$ cat config.mk
export PLATFORM = sky130hd
export DESIGN_NAME = keyed_device_request_queue_unit
export DESIGN_NICKNAME = d
export VERILOG_FILES = /design/src/rtl/kdrq_pkg.sv /design/src/rtl/kdrq_ram.sv /design/src/rtl/keyed_device_request_queue_unit.sv
export VERILOG_INCLUDE_DIRS = /design/src /design/src/rtl
export SDC_FILE = /design/constraint.sdc
export NUM_CORES = 1
export LEC_CHECK = 0
export BUFFER_PORTS_ARGS = -buffer_cell sky130_fd_sc_hd__buf_4
export CORE_MARGIN = 10
export CORE_UTILIZATION = 30
export DETAILED_ROUTE_END_ITERATION = 8
export SLEW_MARGIN = 20
export SYNTH_ARGS = -nofsm -noshare
export SYNTH_HDL_FRONTEND = slang
export SYNTH_SLANG_ARGS = --single-unit
$ cat constraint.sdc
create_clock -name aclk -period 21.5 [get_ports aclk]
set_input_delay 2.15 -clock aclk [delete_from_list [all_inputs] [get_ports aclk]]
set_output_delay 2.15 -clock aclk [all_outputs]
set_load 0.1 [all_outputs]
$ cat src/rtl/assert_macros.svh
// assertion macros used by the queue unit
`ifndef ASSERT_MACROS_SVH
`define ASSERT_MACROS_SVH
`ifndef NO_ASSERTIONS
// property checked while out of reset
`define KDRQ_ASSERT(name, prop, msg) \
    name: assert property (@(posedge aclk) disable iff (!aresetn) prop) else $error(msg);
// property checked on every edge
`define KDRQ_ASSERT_ALWAYS(name, prop, msg) \
    name: assert property (@(posedge aclk) prop) else $error(msg);
`else
`define KDRQ_ASSERT(name, prop, msg)
`define KDRQ_ASSERT_ALWAYS(name, prop, msg)
`endif
`endif

$ cat src/rtl/kdrq_pkg.sv
package kdrq_pkg;
    localparam int QUEUE_DEPTH = 16;
    localparam int ENTRY_COUNT = 256;
    localparam int KEY_BITS    = 32;
    localparam int ADDR_W      = $clog2(QUEUE_DEPTH);
    localparam int CNT_W       = $clog2(QUEUE_DEPTH + 1);
    localparam int ID_W        = 8;
    localparam int MARK_W      = $clog2(ENTRY_COUNT);

    localparam logic [2:0] ACT_INS_TAIL = 3'd0;
    localparam logic [2:0] ACT_INS_KEY  = 3'd1;
    localparam logic [2:0] ACT_RM_HEAD  = 3'd2;
    localparam logic [2:0] ACT_RM_KEY   = 3'd3;
    localparam logic [2:0] ACT_RM_ENTRY = 3'd4;

    localparam logic [1:0] STS_OK   = 2'd0;
    localparam logic [1:0] STS_FULL = 2'd1;
    localparam logic [1:0] STS_DUP  = 2'd2;

    typedef struct packed {
        logic [ID_W-1:0]     id;
        logic [KEY_BITS-1:0] key;
    } entry_t;

    typedef struct packed {
        logic              we;
        logic [ADDR_W-1:0] waddr;
        entry_t            wdata;
        logic [ADDR_W-1:0] raddr;
    } mem_req_t;
endpackage

$ cat src/rtl/kdrq_ram.sv
module kdrq_ram (
    input  logic               aclk,
    input  kdrq_pkg::mem_req_t req,
    output kdrq_pkg::entry_t   rdata
);
    kdrq_pkg::entry_t mem [kdrq_pkg::QUEUE_DEPTH];
    kdrq_pkg::entry_t rdata_reg;

    // one write and one registered read per cycle
    always_ff @(posedge aclk) begin
        if (req.we) begin
            mem[req.waddr] <= req.wdata;
        end
        rdata_reg <= mem[req.raddr];
    end

    assign rdata = rdata_reg;
endmodule

$ cat src/rtl/keyed_device_request_queue_unit.sv
// channel | direction | tdata (low bit up)                     | tuser
// s_      | in        | entry_id[7:0], sort_key[39:8]          | action[2:0]
// m_      | out       | was_queued, removed_valid, removed_id, |
//         |           | busy_now, status, zero pad             |
// a request with no queue walk goes through accept, mark lookup and result;
// a search visits each entry in a read and a check state, and each shifted entry
// moves in a read and a write state, all through the single read and write port
// of the queue memory; aresetn clears busy and count, then a pass over all 256
// ids clears the queued marks with s_tready low; queue memory is not cleared
// a new beat is accepted while the previous result still waits on m_tready;
// the next result then holds until that beat leaves
module keyed_device_request_queue_unit (
    input  logic        aclk,
    input  logic        aresetn,
    input  logic        s_tvalid,
    output logic        s_tready,
    input  logic [39:0] s_tdata,  // entry_id, sort_key
    input  logic [2:0]  s_tuser,  // action
    output logic        m_tvalid,
    input  logic        m_tready,
    output logic [15:0] m_tdata   // was_queued, removed_valid, removed_id, busy_now, status
);
    `include "assert_macros.svh"

    localparam logic [3:0] S_IDLE    = 4'd0;
    localparam logic [3:0] S_SRCH_RD = 4'd1;
    localparam logic [3:0] S_SRCH_CK = 4'd2;
    localparam logic [3:0] S_TAKE_RD = 4'd3;
    localparam logic [3:0] S_TAKE_CK = 4'd4;
    localparam logic [3:0] S_DN_RD   = 4'd5;
    localparam logic [3:0] S_DN_WR   = 4'd6;
    localparam logic [3:0] S_UP_RD   = 4'd7;
    localparam logic [3:0] S_UP_WR   = 4'd8;
    localparam logic [3:0] S_FIN     = 4'd9;
    localparam logic [3:0] S_CLR     = 4'd10;
    localparam logic [3:0] S_DECIDE  = 4'd11;

    logic [3:0]                    st_reg, st_next;
    logic [2:0]                    act_reg, act_next;
    logic [kdrq_pkg::ID_W-1:0]     id_reg, id_next;
    logic [kdrq_pkg::KEY_BITS-1:0] key_reg, key_next;
    logic [kdrq_pkg::CNT_W-1:0]    cnt_reg, cnt_next;
    logic [kdrq_pkg::CNT_W-1:0]    ptr_reg, ptr_next;
    logic [kdrq_pkg::CNT_W-1:0]    pos_reg, pos_next;
    logic                          busy_reg, busy_next;
    logic [kdrq_pkg::MARK_W-1:0]   clr_reg, clr_next;
    logic                          wq_reg, wq_next;
    logic                          rv_reg, rv_next;
    logic [kdrq_pkg::ID_W-1:0]     rid_reg, rid_next;
    logic [1:0]                    sts_reg, sts_next;
    logic                          mv_reg, mv_next;
    logic [15:0]                   mdata_reg, mdata_next;

    logic                          marks_mem [kdrq_pkg::ENTRY_COUNT];
    logic                          mark_rd_reg;
    logic                          mark_we;
    logic [kdrq_pkg::MARK_W-1:0]   mark_waddr;
    logic                          mark_wdata;
    logic [kdrq_pkg::MARK_W-1:0]   mark_raddr;

    kdrq_pkg::mem_req_t req;
    kdrq_pkg::entry_t   rdata;
    logic               hit;
    logic [2:0]         in_act;
    logic [kdrq_pkg::ID_W-1:0] in_id;

    kdrq_ram u_ram (
        .aclk  (aclk),
        .req   (req),
        .rdata (rdata)
    );

    assign in_act   = s_tuser;
    assign in_id    = s_tdata[7:0];
    assign s_tready = (st_reg == S_IDLE);
    assign m_tvalid = mv_reg;
    assign m_tdata  = mdata_reg;

    // queued marks, one registered read per cycle
    always_ff @(posedge aclk) begin
        if (mark_we) begin
            marks_mem[mark_waddr] <= mark_wdata;
        end
        mark_rd_reg <= marks_mem[mark_raddr];
    end

    // match test for the entry just read during a search
    always_comb begin
        unique case (act_reg)
            kdrq_pkg::ACT_INS_KEY:  hit = (key_reg < rdata.key);
            kdrq_pkg::ACT_RM_KEY:   hit = !(key_reg > rdata.key);
            default:                hit = (rdata.id == id_reg);
        endcase
    end

    // request sequencer
    always_comb begin
        st_next    = st_reg;
        act_next   = act_reg;
        id_next    = id_reg;
        key_next   = key_reg;
        cnt_next   = cnt_reg;
        ptr_next   = ptr_reg;
        pos_next   = pos_reg;
        busy_next  = busy_reg;
        clr_next   = clr_reg;
        wq_next    = wq_reg;
        rv_next    = rv_reg;
        rid_next   = rid_reg;
        sts_next   = sts_reg;
        mv_next    = mv_reg;
        mdata_next = mdata_reg;
        req.we     = 1'b0;
        req.waddr  = ptr_reg[kdrq_pkg::ADDR_W-1:0];
        req.wdata  = rdata;
        req.raddr  = ptr_reg[kdrq_pkg::ADDR_W-1:0];
        mark_we    = 1'b0;
        mark_waddr = id_reg;
        mark_wdata = 1'b0;
        mark_raddr = in_id;

        if (mv_reg && m_tready) begin
            mv_next = 1'b0;
        end

        unique case (st_reg)
            // clear the queued marks after reset
            S_CLR: begin
                mark_we    = 1'b1;
                mark_waddr = clr_reg;
                if (clr_reg == '1) begin
                    st_next = S_IDLE;
                end else begin
                    clr_next = clr_reg + 1'b1;
                end
            end
            S_IDLE: begin
                if (s_tvalid) begin
                    act_next = in_act;
                    id_next  = in_id;
                    key_next = s_tdata[39:8];
                    wq_next  = 1'b0;
                    rv_next  = 1'b0;
                    rid_next = '0;
                    sts_next = kdrq_pkg::STS_OK;
                    ptr_next = '0;
                    pos_next = '0;
                    st_next  = S_DECIDE;
                end
            end
            // mark of the requested id is now available
            S_DECIDE: begin
                st_next = S_FIN;
                unique case (act_reg)
                    kdrq_pkg::ACT_INS_TAIL, kdrq_pkg::ACT_INS_KEY: begin
                        priority if (mark_rd_reg) begin
                            sts_next = kdrq_pkg::STS_DUP;
                            wq_next  = 1'b1;
                        end else if (!busy_reg) begin
                            busy_next = 1'b1;
                        end else if (cnt_reg == kdrq_pkg::CNT_W'(kdrq_pkg::QUEUE_DEPTH)) begin
                            sts_next = kdrq_pkg::STS_FULL;
                        end else if (act_reg == kdrq_pkg::ACT_INS_TAIL) begin
                            pos_next = cnt_reg;
                            ptr_next = cnt_reg;
                            st_next  = S_UP_RD;
                        end else begin
                            st_next = S_SRCH_RD;
                        end
                    end
                    kdrq_pkg::ACT_RM_HEAD, kdrq_pkg::ACT_RM_KEY: begin
                        priority if (cnt_reg == '0) begin
                            busy_next = 1'b0;
                        end else if (act_reg == kdrq_pkg::ACT_RM_HEAD) begin
                            st_next = S_TAKE_RD;
                        end else begin
                            st_next = S_SRCH_RD;
                        end
                    end
                    kdrq_pkg::ACT_RM_ENTRY: begin
                        if (mark_rd_reg) begin
                            st_next = S_SRCH_RD;
                        end
                    end
                    default: begin
                        st_next = S_FIN;
                    end
                endcase
            end
            // walk the queue one entry at a time, a read state then a check state
            S_SRCH_RD: begin
                if (ptr_reg == cnt_reg) begin
                    unique case (act_reg)
                        kdrq_pkg::ACT_INS_KEY: begin
                            pos_next = cnt_reg;
                            st_next  = S_UP_RD;
                        end
                        kdrq_pkg::ACT_RM_KEY: begin
                            pos_next = '0;
                            st_next  = S_TAKE_RD;
                        end
                        default: begin
                            mark_we = 1'b1;
                            st_next = S_FIN;
                        end
                    endcase
                end else begin
                    st_next = S_SRCH_CK;
                end
            end
            S_SRCH_CK: begin
                if (hit) begin
                    pos_next = ptr_reg;
                    if (act_reg == kdrq_pkg::ACT_INS_KEY) begin
                        ptr_next = cnt_reg;
                        st_next  = S_UP_RD;
                    end else begin
                        st_next = S_TAKE_RD;
                    end
                end else begin
                    ptr_next = ptr_reg + 1'b1;
                    st_next  = S_SRCH_RD;
                end
            end
            // fetch the entry being removed
            S_TAKE_RD: begin
                req.raddr = pos_reg[kdrq_pkg::ADDR_W-1:0];
                st_next   = S_TAKE_CK;
            end
            S_TAKE_CK: begin
                rid_next = rdata.id;
                ptr_next = pos_reg;
                st_next  = S_DN_RD;
            end
            // close the gap toward the head
            S_DN_RD: begin
                req.raddr = ptr_next_addr(ptr_reg);
                if ((ptr_reg + 1'b1) >= cnt_reg) begin
                    cnt_next   = cnt_reg - 1'b1;
                    mark_we    = 1'b1;
                    mark_waddr = rid_reg;
                    rv_next    = 1'b1;
                    wq_next    = (act_reg == kdrq_pkg::ACT_RM_ENTRY);
                    st_next    = S_FIN;
                end else begin
                    st_next = S_DN_WR;
                end
            end
            S_DN_WR: begin
                req.we   = 1'b1;
                ptr_next = ptr_reg + 1'b1;
                st_next  = S_DN_RD;
            end
            // open a gap at the insert position
            S_UP_RD: begin
                req.raddr = ptr_prev_addr(ptr_reg);
                if (ptr_reg == pos_reg) begin
                    req.we        = 1'b1;
                    req.wdata.id  = id_reg;
                    req.wdata.key = key_reg;
                    cnt_next      = cnt_reg + 1'b1;
                    mark_we       = 1'b1;
                    mark_wdata    = 1'b1;
                    wq_next       = 1'b1;
                    st_next       = S_FIN;
                end else begin
                    st_next = S_UP_WR;
                end
            end
            S_UP_WR: begin
                req.we   = 1'b1;
                ptr_next = ptr_reg - 1'b1;
                st_next  = S_UP_RD;
            end
            // hand the result to the output register
            S_FIN: begin
                if (!mv_reg || m_tready) begin
                    mv_next    = 1'b1;
                    mdata_next = {3'b000, sts_reg, busy_reg, rid_reg, rv_reg, wq_reg};
                    st_next    = S_IDLE;
                end
            end
            default: st_next = S_IDLE;
        endcase
    end

    function automatic logic [kdrq_pkg::ADDR_W-1:0] ptr_next_addr(
        input logic [kdrq_pkg::CNT_W-1:0] p);
        logic [kdrq_pkg::CNT_W-1:0] n;
        n = p + 1'b1;
        return n[kdrq_pkg::ADDR_W-1:0];
    endfunction

    function automatic logic [kdrq_pkg::ADDR_W-1:0] ptr_prev_addr(
        input logic [kdrq_pkg::CNT_W-1:0] p);
        logic [kdrq_pkg::CNT_W-1:0] n;
        n = p - 1'b1;
        return n[kdrq_pkg::ADDR_W-1:0];
    endfunction

    // control state
    always_ff @(posedge aclk) begin
        if (!aresetn) begin
            st_reg   <= S_CLR;
            cnt_reg  <= '0;
            busy_reg <= 1'b0;
            clr_reg  <= '0;
            mv_reg   <= 1'b0;
        end else begin
            st_reg   <= st_next;
            cnt_reg  <= cnt_next;
            busy_reg <= busy_next;
            clr_reg  <= clr_next;
            mv_reg   <= mv_next;
        end
    end

    // payload
    always_ff @(posedge aclk) begin
        act_reg   <= act_next;
        id_reg    <= id_next;
        key_reg   <= key_next;
        ptr_reg   <= ptr_next;
        pos_reg   <= pos_next;
        wq_reg    <= wq_next;
        rv_reg    <= rv_next;
        rid_reg   <= rid_next;
        sts_reg   <= sts_next;
        mdata_reg <= mdata_next;
    end

    `KDRQ_ASSERT(a_cnt_max, cnt_reg <= kdrq_pkg::CNT_W'(kdrq_pkg::QUEUE_DEPTH), "count over depth")
    `KDRQ_ASSERT(a_accept_busy, (s_tvalid && s_tready) |=> (st_reg != S_IDLE), "beat dropped")
    `KDRQ_ASSERT(a_out_from_fin, $rose(mv_reg) |-> ($past(st_reg) == S_FIN), "stray result")
    `KDRQ_ASSERT(a_cnt_step, (cnt_reg == $past(cnt_reg)) || (cnt_reg == $past(cnt_reg) + 1'b1) || (cnt_reg == $past(cnt_reg) - 1'b1), "count jump")
endmodule
==> impl_metrics.py, run 1 <==
metrics = {
    "outcome": {
        "outcome": "completed",
    },
    "floorplanning": {
        "dieArea_sq_um": 157000,
        "boundaryPins": 65,
        "start_util": 0.301,
        "core-area_sq_um": 141000,
        "die_h_um": 396,
        "num_rows": 138,
        "die_w_um": 396,
    },
    "final_layout": {
        "layout.nets": 2695,
        "largest_reg_flops": 640,
        "layout-drive-gt1-share": 0.214,
        "diodes": 0,
        "fin_cells": 4582,
        "area_delta_synth_final_pct": 15.6,
    },
    "clock_tree": {
        "ctsHtreeMaxLevel": 3,
        "cts.clk_slew.worst_paths_ps": 60,
        "tritoncts": "done",
        "insertion_delay_ps": 740,
        "cts_resized": 0,
        "cts_root_buffer": "clkbuf_16",
        "post_cts_buffers": 0,
        "cts_hold_buf": 0,
        "numCtsBuffers": 108,
        "cts.sinks": 1034,
        "clock_path_buffers": 3,
    },
    "place": {
        "dp_cells": 4381,
        "pre_cts_ws_ps": 16160,
        "dp.final_hpwl_um": 54100,
        "portBuffers": 61,
        "gp_congestion": 0.805,
    },
    "worst_setup_path": {
        "critical_path_class": "reg2reg",
        "critPathCaptureType": "flop",
        "cp_data_required_time_ps": 22080,
        "arrival_ps": 5260,
        "crit_family": "buffers and inverters",
        "slowest_stage": "buf_4",
        "critPathBufInv": 2,
        "crit_path_start_kind": "flop",
        "cpPeakStageDelay_ps": 790,
        "cp_max_fo": 115,
        "path_cells": "and2b_1, nand2_1, a22oi_2, buf_12, buf_4, mux4_2, a22oi_1, o221ai_1",
    },
    "synth": {
        "avgSynthCellArea_sq_um": 17.1,
        "synth_seq_area_share": 0.717,
        "syn_inst": 2489,
        "synth_edf_count": 974,
        "synth_top_area_share": 0.689,
        "yosys-top-cells-area": "edfxtp_1, mux4_2, dfxtp_1",
        "synth-warning-count": 0,
        "synth_area_leader_cell": "edfxtp_1",
        "async_flop_share": 0,
        "syn-cell-area_sq_um": 42500,
        "yosys.cell_types.count": 74,
        "synthFlopType": "edfxtp_1",
        "synth-seq-cells": 1034,
    },
    "grt": {
        "grt_overflow": 0,
        "grt_use_total": 0.125,
        "grt_antenna_before_repair": 0,
        "grt_max_degree": 139,
        "grt_pass1_wl_um": 150000,
        "grt_pass1_vias": 23000,
    },
    "sta": {
        "finalCriticalPeriod_ps": 4680,
        "tightest_slew_ps": 1120,
        "setup_viol": 0,
        "fmax_ghz": 0.214,
        "fin_setup_tns_ps": 0,
        "fin_skew_ps": 75.7,
        "rsz0062_at_grt": "false",
        "fin_crit_sh": 0.218,
        "worst_slack_ps": 16820,
        "slew_headroom": 0.254,
        "hold_viol_final": 0,
        "maxSlewViolCount": 0,
    },
    "pwr": {
        "power_density_nw_per_um2": 128,
        "leakage_nw": 15.4,
        "vdd_drop_max_v": 0.000144,
    },
    "route": {
        "drt_iter0_markers": 2329,
        "drt_drc_violations_left": 0,
        "vias": 22500,
        "routedWlPerCell_um": 22.0,
        "wl_um": 101000,
        "via_per_inst": 4.92,
        "ant_nets": 0,
        "firstDrtPassIters": 6,
    },
    "run": {
        "drv_cap": 0,
    },
    "hold_path": {
        "hp-class": "reg2reg",
    },
}
[worst reg2reg max path, delay by kind of cell, from the launching register on]
kind                   cells  cell delay, ps
DFF                        1             760
buffers and inverters      2            1670
AOI/OAI and AO/OA          3             930
and+or+nand+nor            2             590
muxes                      1             630
[kinds of logic (layout without fill, tap and decap cells)]
kind of cell / count (synthesis) / after routing / synth area share
adder cells (fa/ha/maj): 46 / 46 / 0.0137
other: 1 / 3 / 0.0000883
AND/OR/NAND/NOR: 549 / 549 / 0.0627
flip-flops: 1034 / 1034 / 0.717
AO/OA/AOI/OAI: 290 / 290 / 0.0502
buffers and inverters: 268 / 469 / 0.0259
multiplexers: 270 / 270 / 0.124
XOR/XNOR: 31 / 31 / 0.00639
[area by class of cell]
cell class	count	area [sq um]
Inverter	126	474
Multi-Input combinational cell	1189	11000
Sequential cell	1034	30400
Clock buffer	144	2930
Timing Repair Buffer	143	1100
Clock inverter	56	785
Fill cell	13300	91900
Tap cell	1890	2360
[power breakdown]
| group | internal (W) | total (W) | switching [W] |
|---|---|---|---|
| registers | 0.00254 | 0.00262 | 0.0000787 |
| clock network | 0.00114 | 0.00194 | 0.000793 |
| logic | 0.000671 | 0.00175 | 0.00108 |
| total | 0.00435 | 0.00630 | 0.00195 |
[synthesized netlist by cell type, drive strengths merged (31+ instances only)]
cell type / count
a21oi: 31
a22oi: 46
buf: 55
clkbuf: 87
dfxtp: 60
edfxtp: 974
ha: 45
inv: 125
mux2i: 56
mux4: 205
nand2: 76
nand4: 41
nor2: 291
o21ai: 64
o221ai: 42
[through the flow]
| step | cell area, sq um | hold slack, ps | power [W] | utilization |
|---|---|---|---|---|
| final | 49100 | 417 | 0.00630 | 0.348 |
| after global routing | 49100 | 423 | 0.00660 | 0.348 |
| after CTS | 49100 | 415 | 0.00637 | 0.348 |
| after detailed placement | 45400 | 405 | 0.00442 | 0.322 |
| after global placement | 45400 | 405 | 0.00440 | 0.322 |
| after floorplan | 42500 | 400 | 0.00387 | - |
[worst paths after layout]
check / startpoint / endpoint / slack (ps) / cells past startpoint
min: wq_reg$_DFFE_PP_ / m_tdata[0]$_DFFE_PP_ / 420 / 0
min reg2reg: wq_reg$_DFFE_PP_ / m_tdata[0]$_DFFE_PP_ / 420 / 0
max: st_reg[0]$_SDFFE_PN0P_ / u_ram.rdata[16]$_DFF_P_ / 16820 / 8
max reg2reg: st_reg[0]$_SDFFE_PN0P_ / u_ram.rdata[16]$_DFF_P_ / 16820 / 8
[layout by cell type, fill, tap and decap left out, drive strengths merged, types with 5 or more instances in the layout]
master    instances
a211oi            5
a21boi            8
a21o              5
a21oi            31
a221o            11
a221oi            9
a22o             10
a22oi            46
a31oi             7
and2             25
and3             20
buf             143
bufinv           15
clkbuf          144
clkinv           35
clkinvlp          5
dfxtp            60
edfxtp          974
ha               45
inv             127
mux2              9
mux2i            56
mux4            205
nand2            76
nand2b           10
nand3            23
nand4            41
nor2            291
nor2b            11
nor3             18
nor4             11
o21ai            64
o221ai           42
o22ai            25
xnor2            14
xor2             17
[per-layer routing]
metal / track usage / routed length, um / vias up
met5: 0 / 0 / -
met4: 0.0314 / 2010 / 0
met3: 0.0227 / 5570 / 144
met2: 0.201 / 47700 / 669
met1: 0.174 / 45400 / 11700
li1: - / - / 10000
(Power assumes the default switching activity.)
==> run 2: changes to the inputs <==
ABC_AREA = 1   (was unset)
clock period = 3.8 ns   (was 21.5 ns; I/O delays follow)
==> impl_metrics.py, run 2 <==
metrics = {
    "final_layout": {
        "diodes": 0,
        "register_area_sq_um": 30400,
        "layout-drive-gt1-share": 0.110,
        "final_cell_mix": "edfxtp_1, nand2_1, nand3_1",
        "fill_cells": 14100,
        "layout_commonest_cell": "edfxtp_1",
        "area_delta_synth_final_pct": 16.6,
        "post-route-util": 0.353,
        "multi_input_area_sq_um": 12200,
        "largest_reg_flops": 640,
        "layout.nets": 4155,
    },
    "sta": {
        "rsz0062_at_grt": "false",
        "maxSlewViolCount": 0,
        "hold_viol_final": 0,
        "fin_crit_sh": 0.920,
        "setup_viol": 0,
        "fmax_ghz": 0.286,
        "fin_skew_ps": 89.2,
        "tightest_slew_ps": 1200,
        "finalCriticalPeriod_ps": 3490,
        "slew_headroom": 0.200,
    },
    "floorplanning": {
        "dieArea_sq_um": 163000,
        "start_util": 0.302,
        "core-area_sq_um": 146000,
        "boundaryPins": 65,
        "die_h_um": 404,
        "die_w_um": 404,
        "num_rows": 140,
    },
    "outcome": {
        "outcome": "completed",
    },
    "synth": {
        "synth-warning-count": 0,
        "synth_area_leader_cell": "edfxtp_1",
        "avgSynthCellArea_sq_um": 11.2,
        "yosys.cell_count.top_type": "edfxtp_1",
        "synthFlopType": "edfxtp_1",
        "synth_seq_area_share": 0.690,
        "async_flop_share": 0,
        "synth_edf_count": 974,
        "syn-cell-area_sq_um": 44100,
        "yosys-top-cells-area": "edfxtp_1, nand2_1, nand3_1",
        "syn_inst": 3950,
        "synth_top_area_share": 0.663,
        "synth-seq-cells": 1034,
        "yosys-top-cells-count": "edfxtp_1, nand2_1, nand3_1",
        "yosys.cell_types.count": 50,
    },
    "route": {
        "routedWlPerCell_um": 18.8,
        "wl_um": 114000,
        "drt_drc_violations_left": 0,
        "dr_wl_met2_um": 56200,
        "firstDrtPassIters": 6,
        "vias": 29700,
        "drt_iter0_markers": 2717,
        "via_per_inst": 4.89,
        "top_layer_used": "met5",
        "ant_nets": 0,
        "met3_length_um": 7500,
        "wl_met1_um": 47900,
    },
    "worst_setup_path": {
        "crit_family": "simple AND/OR/NAND/NOR gates",
        "critPathBufInv": 2,
        "ff2ff_setup_slack_ps": 310,
        "path_cells": "ha_1, nand3_1, xor2_1, ha_1, a21oi_1, o21a_1, nand3_2, nand3_1, o21ai_0, nor2_2, inv_1, nor2_2, nand2_2, buf_12, nor2_1",
        "regToRegStartpoint": "ptr_reg[0]$_DFFE_PP_",
        "cpPeakStageDelay_ps": 400,
        "critPathCaptureType": "flop",
        "cp_max_fo": 12,
        "r2r_cells": 15,
        "arrival_ps": 3870,
        "reg2reg_to": "marks_mem[148]$_DFFE_PP_",
        "slowest_stage": "edfxtp_1",
        "critical_path_class": "reg2reg",
        "cp_data_required_time_ps": 4170,
        "crit_path_start_kind": "flop",
    },
    "clock_tree": {
        "cts_root_buffer": "clkbuf_16",
        "insertion_delay_ps": 740,
        "numCtsBuffers": 106,
        "cts.clk_slew.worst_paths_ps": 60,
        "tritoncts": "done",
        "cts.sinks": 1034,
        "clock_path_buffers": 3,
        "ctsHtreeMaxLevel": 3,
    },
    "place": {
        "dp.final_hpwl_um": 61700,
        "gp_congestion": 0.879,
        "portBuffers": 61,
    },
    "pwr": {
        "power_density_nw_per_um2": 737,
        "leakage_nw": 17.8,
        "vdd_drop_max_v": 0.000544,
        "p_total_w": 0.0380,
    },
    "hold_path": {
        "worstHoldPathCells": 4,
        "holdPathEnd": "m_tvalid$_SDFF_PN0_",
        "hp-class": "in2reg",
        "worstHoldStart": "m_tready",
    },
    "grt": {
        "grt_max_degree": 273,
        "grt_antenna_before_repair": 2,
        "grt_overflow": 0,
        "grt_pass1_wl_um": 174000,
        "grt_pass1_vias": 28500,
        "grt_use_total": 0.136,
    },
    "run": {
        "drv_cap": 0,
    },
}
[run 2: changes by cell type in the layout (fill, tap and decap cells not counted), sizes merged, moves of 39 or more]
cell / delta
o221ai: -39
nand2: +916
nand3: +654
mux2i: -56
mux4: -205
o21ai: +107
nor2: +140
o21a: +40
a22oi: -46
dlygate4sd3: +40
buf: +49
[run 2: worst max path at each step]
stage | startpoint | end | slack [ps] | depth (start not counted)
after floorplan | ptr_reg[0]$_DFFE_PP_ | u_ram.mem[12][0]$_DFFE_PP_ | -710 | 7
after global placement | ptr_reg[0]$_DFFE_PP_ | marks_mem[197]$_DFFE_PP_ | 270 | 15
after detailed placement | ptr_reg[0]$_DFFE_PP_ | marks_mem[196]$_DFFE_PP_ | 220 | 15
after CTS | ptr_reg[0]$_DFFE_PP_ | marks_mem[84]$_DFFE_PP_ | 180 | 15
after global routing | ptr_reg[0]$_DFFE_PP_ | marks_mem[2]$_DFFE_PP_ | 2 | 12
final | ptr_reg[0]$_DFFE_PP_ | marks_mem[148]$_DFFE_PP_ | 310 | 15
[run 2: final cells by class]
cell class	instances	area share
repair buffers	232	0.0455
clock inverters	59	0.0132
inverters	151	0.0113
clock buffers	142	0.0555
multi-input cells	2537	0.236
flip-flops and latches	1034	0.592
well taps	1917	0.0466
[run 2: power by group]
part / leakage, nW / internal, W / switching [W]
clock: 1.71 / 0.00600 / 0.00446
sequential: 8.76 / 0.0144 / 0.000286
combinational: 7.36 / 0.00385 / 0.00895
[run 2: timing repair]
item,4_1_cts,5_1_grt
hold buffers,40,0
setup buffers,0,1
resized for setup,0,7
setup endpoints to repair,0,53
hold endpoints to repair,47,0
[run 2: logic make-up after synthesis]
family / count (synthesis) / share of synthesized area
AND/OR/NAND/NOR: 2130 / 0.210
AO/OA/AOI/OAI: 339 / 0.0443
other: 1 / 0.0000850
flip-flops: 1034 / 0.690
XOR/XNOR: 19 / 0.00377
buffers and inverters: 381 / 0.0389
adder cells (fa/ha/maj): 46 / 0.0132
[run 2: per-layer routing]
metal  vias up  GRT usage
met4         2     0.0436
li1      14000          -
met2       974      0.232
met3       189     0.0221
met1     14600      0.175
met5         -          0
[run 2: through the flow]
stage / setup TNS [ps] / std cells / hold WS [ps] / cell area (sq um) / worst slack [ps]
2_1_floorplan: -85100 / 3952 / 400 / 44100 / -709
3_3_place_gp: 0 / 5830 / 409 / 47500 / 272
3_5_place_dp: 0 / 5830 / 407 / 47500 / 215
4_1_cts: 0 / 6071 / 53.4 / 51400 / 175
5_1_grt: 0 / 6072 / 79.4 / 51500 / 2.36
6_report: 0 / 6072 / 94.7 / 51500 / 305
[run 2: worst min-delay path, cell delays in order]
cell and delay [ps]:
buf_4 80, nor2_1 80, nor2_1 110, nor2_1 50
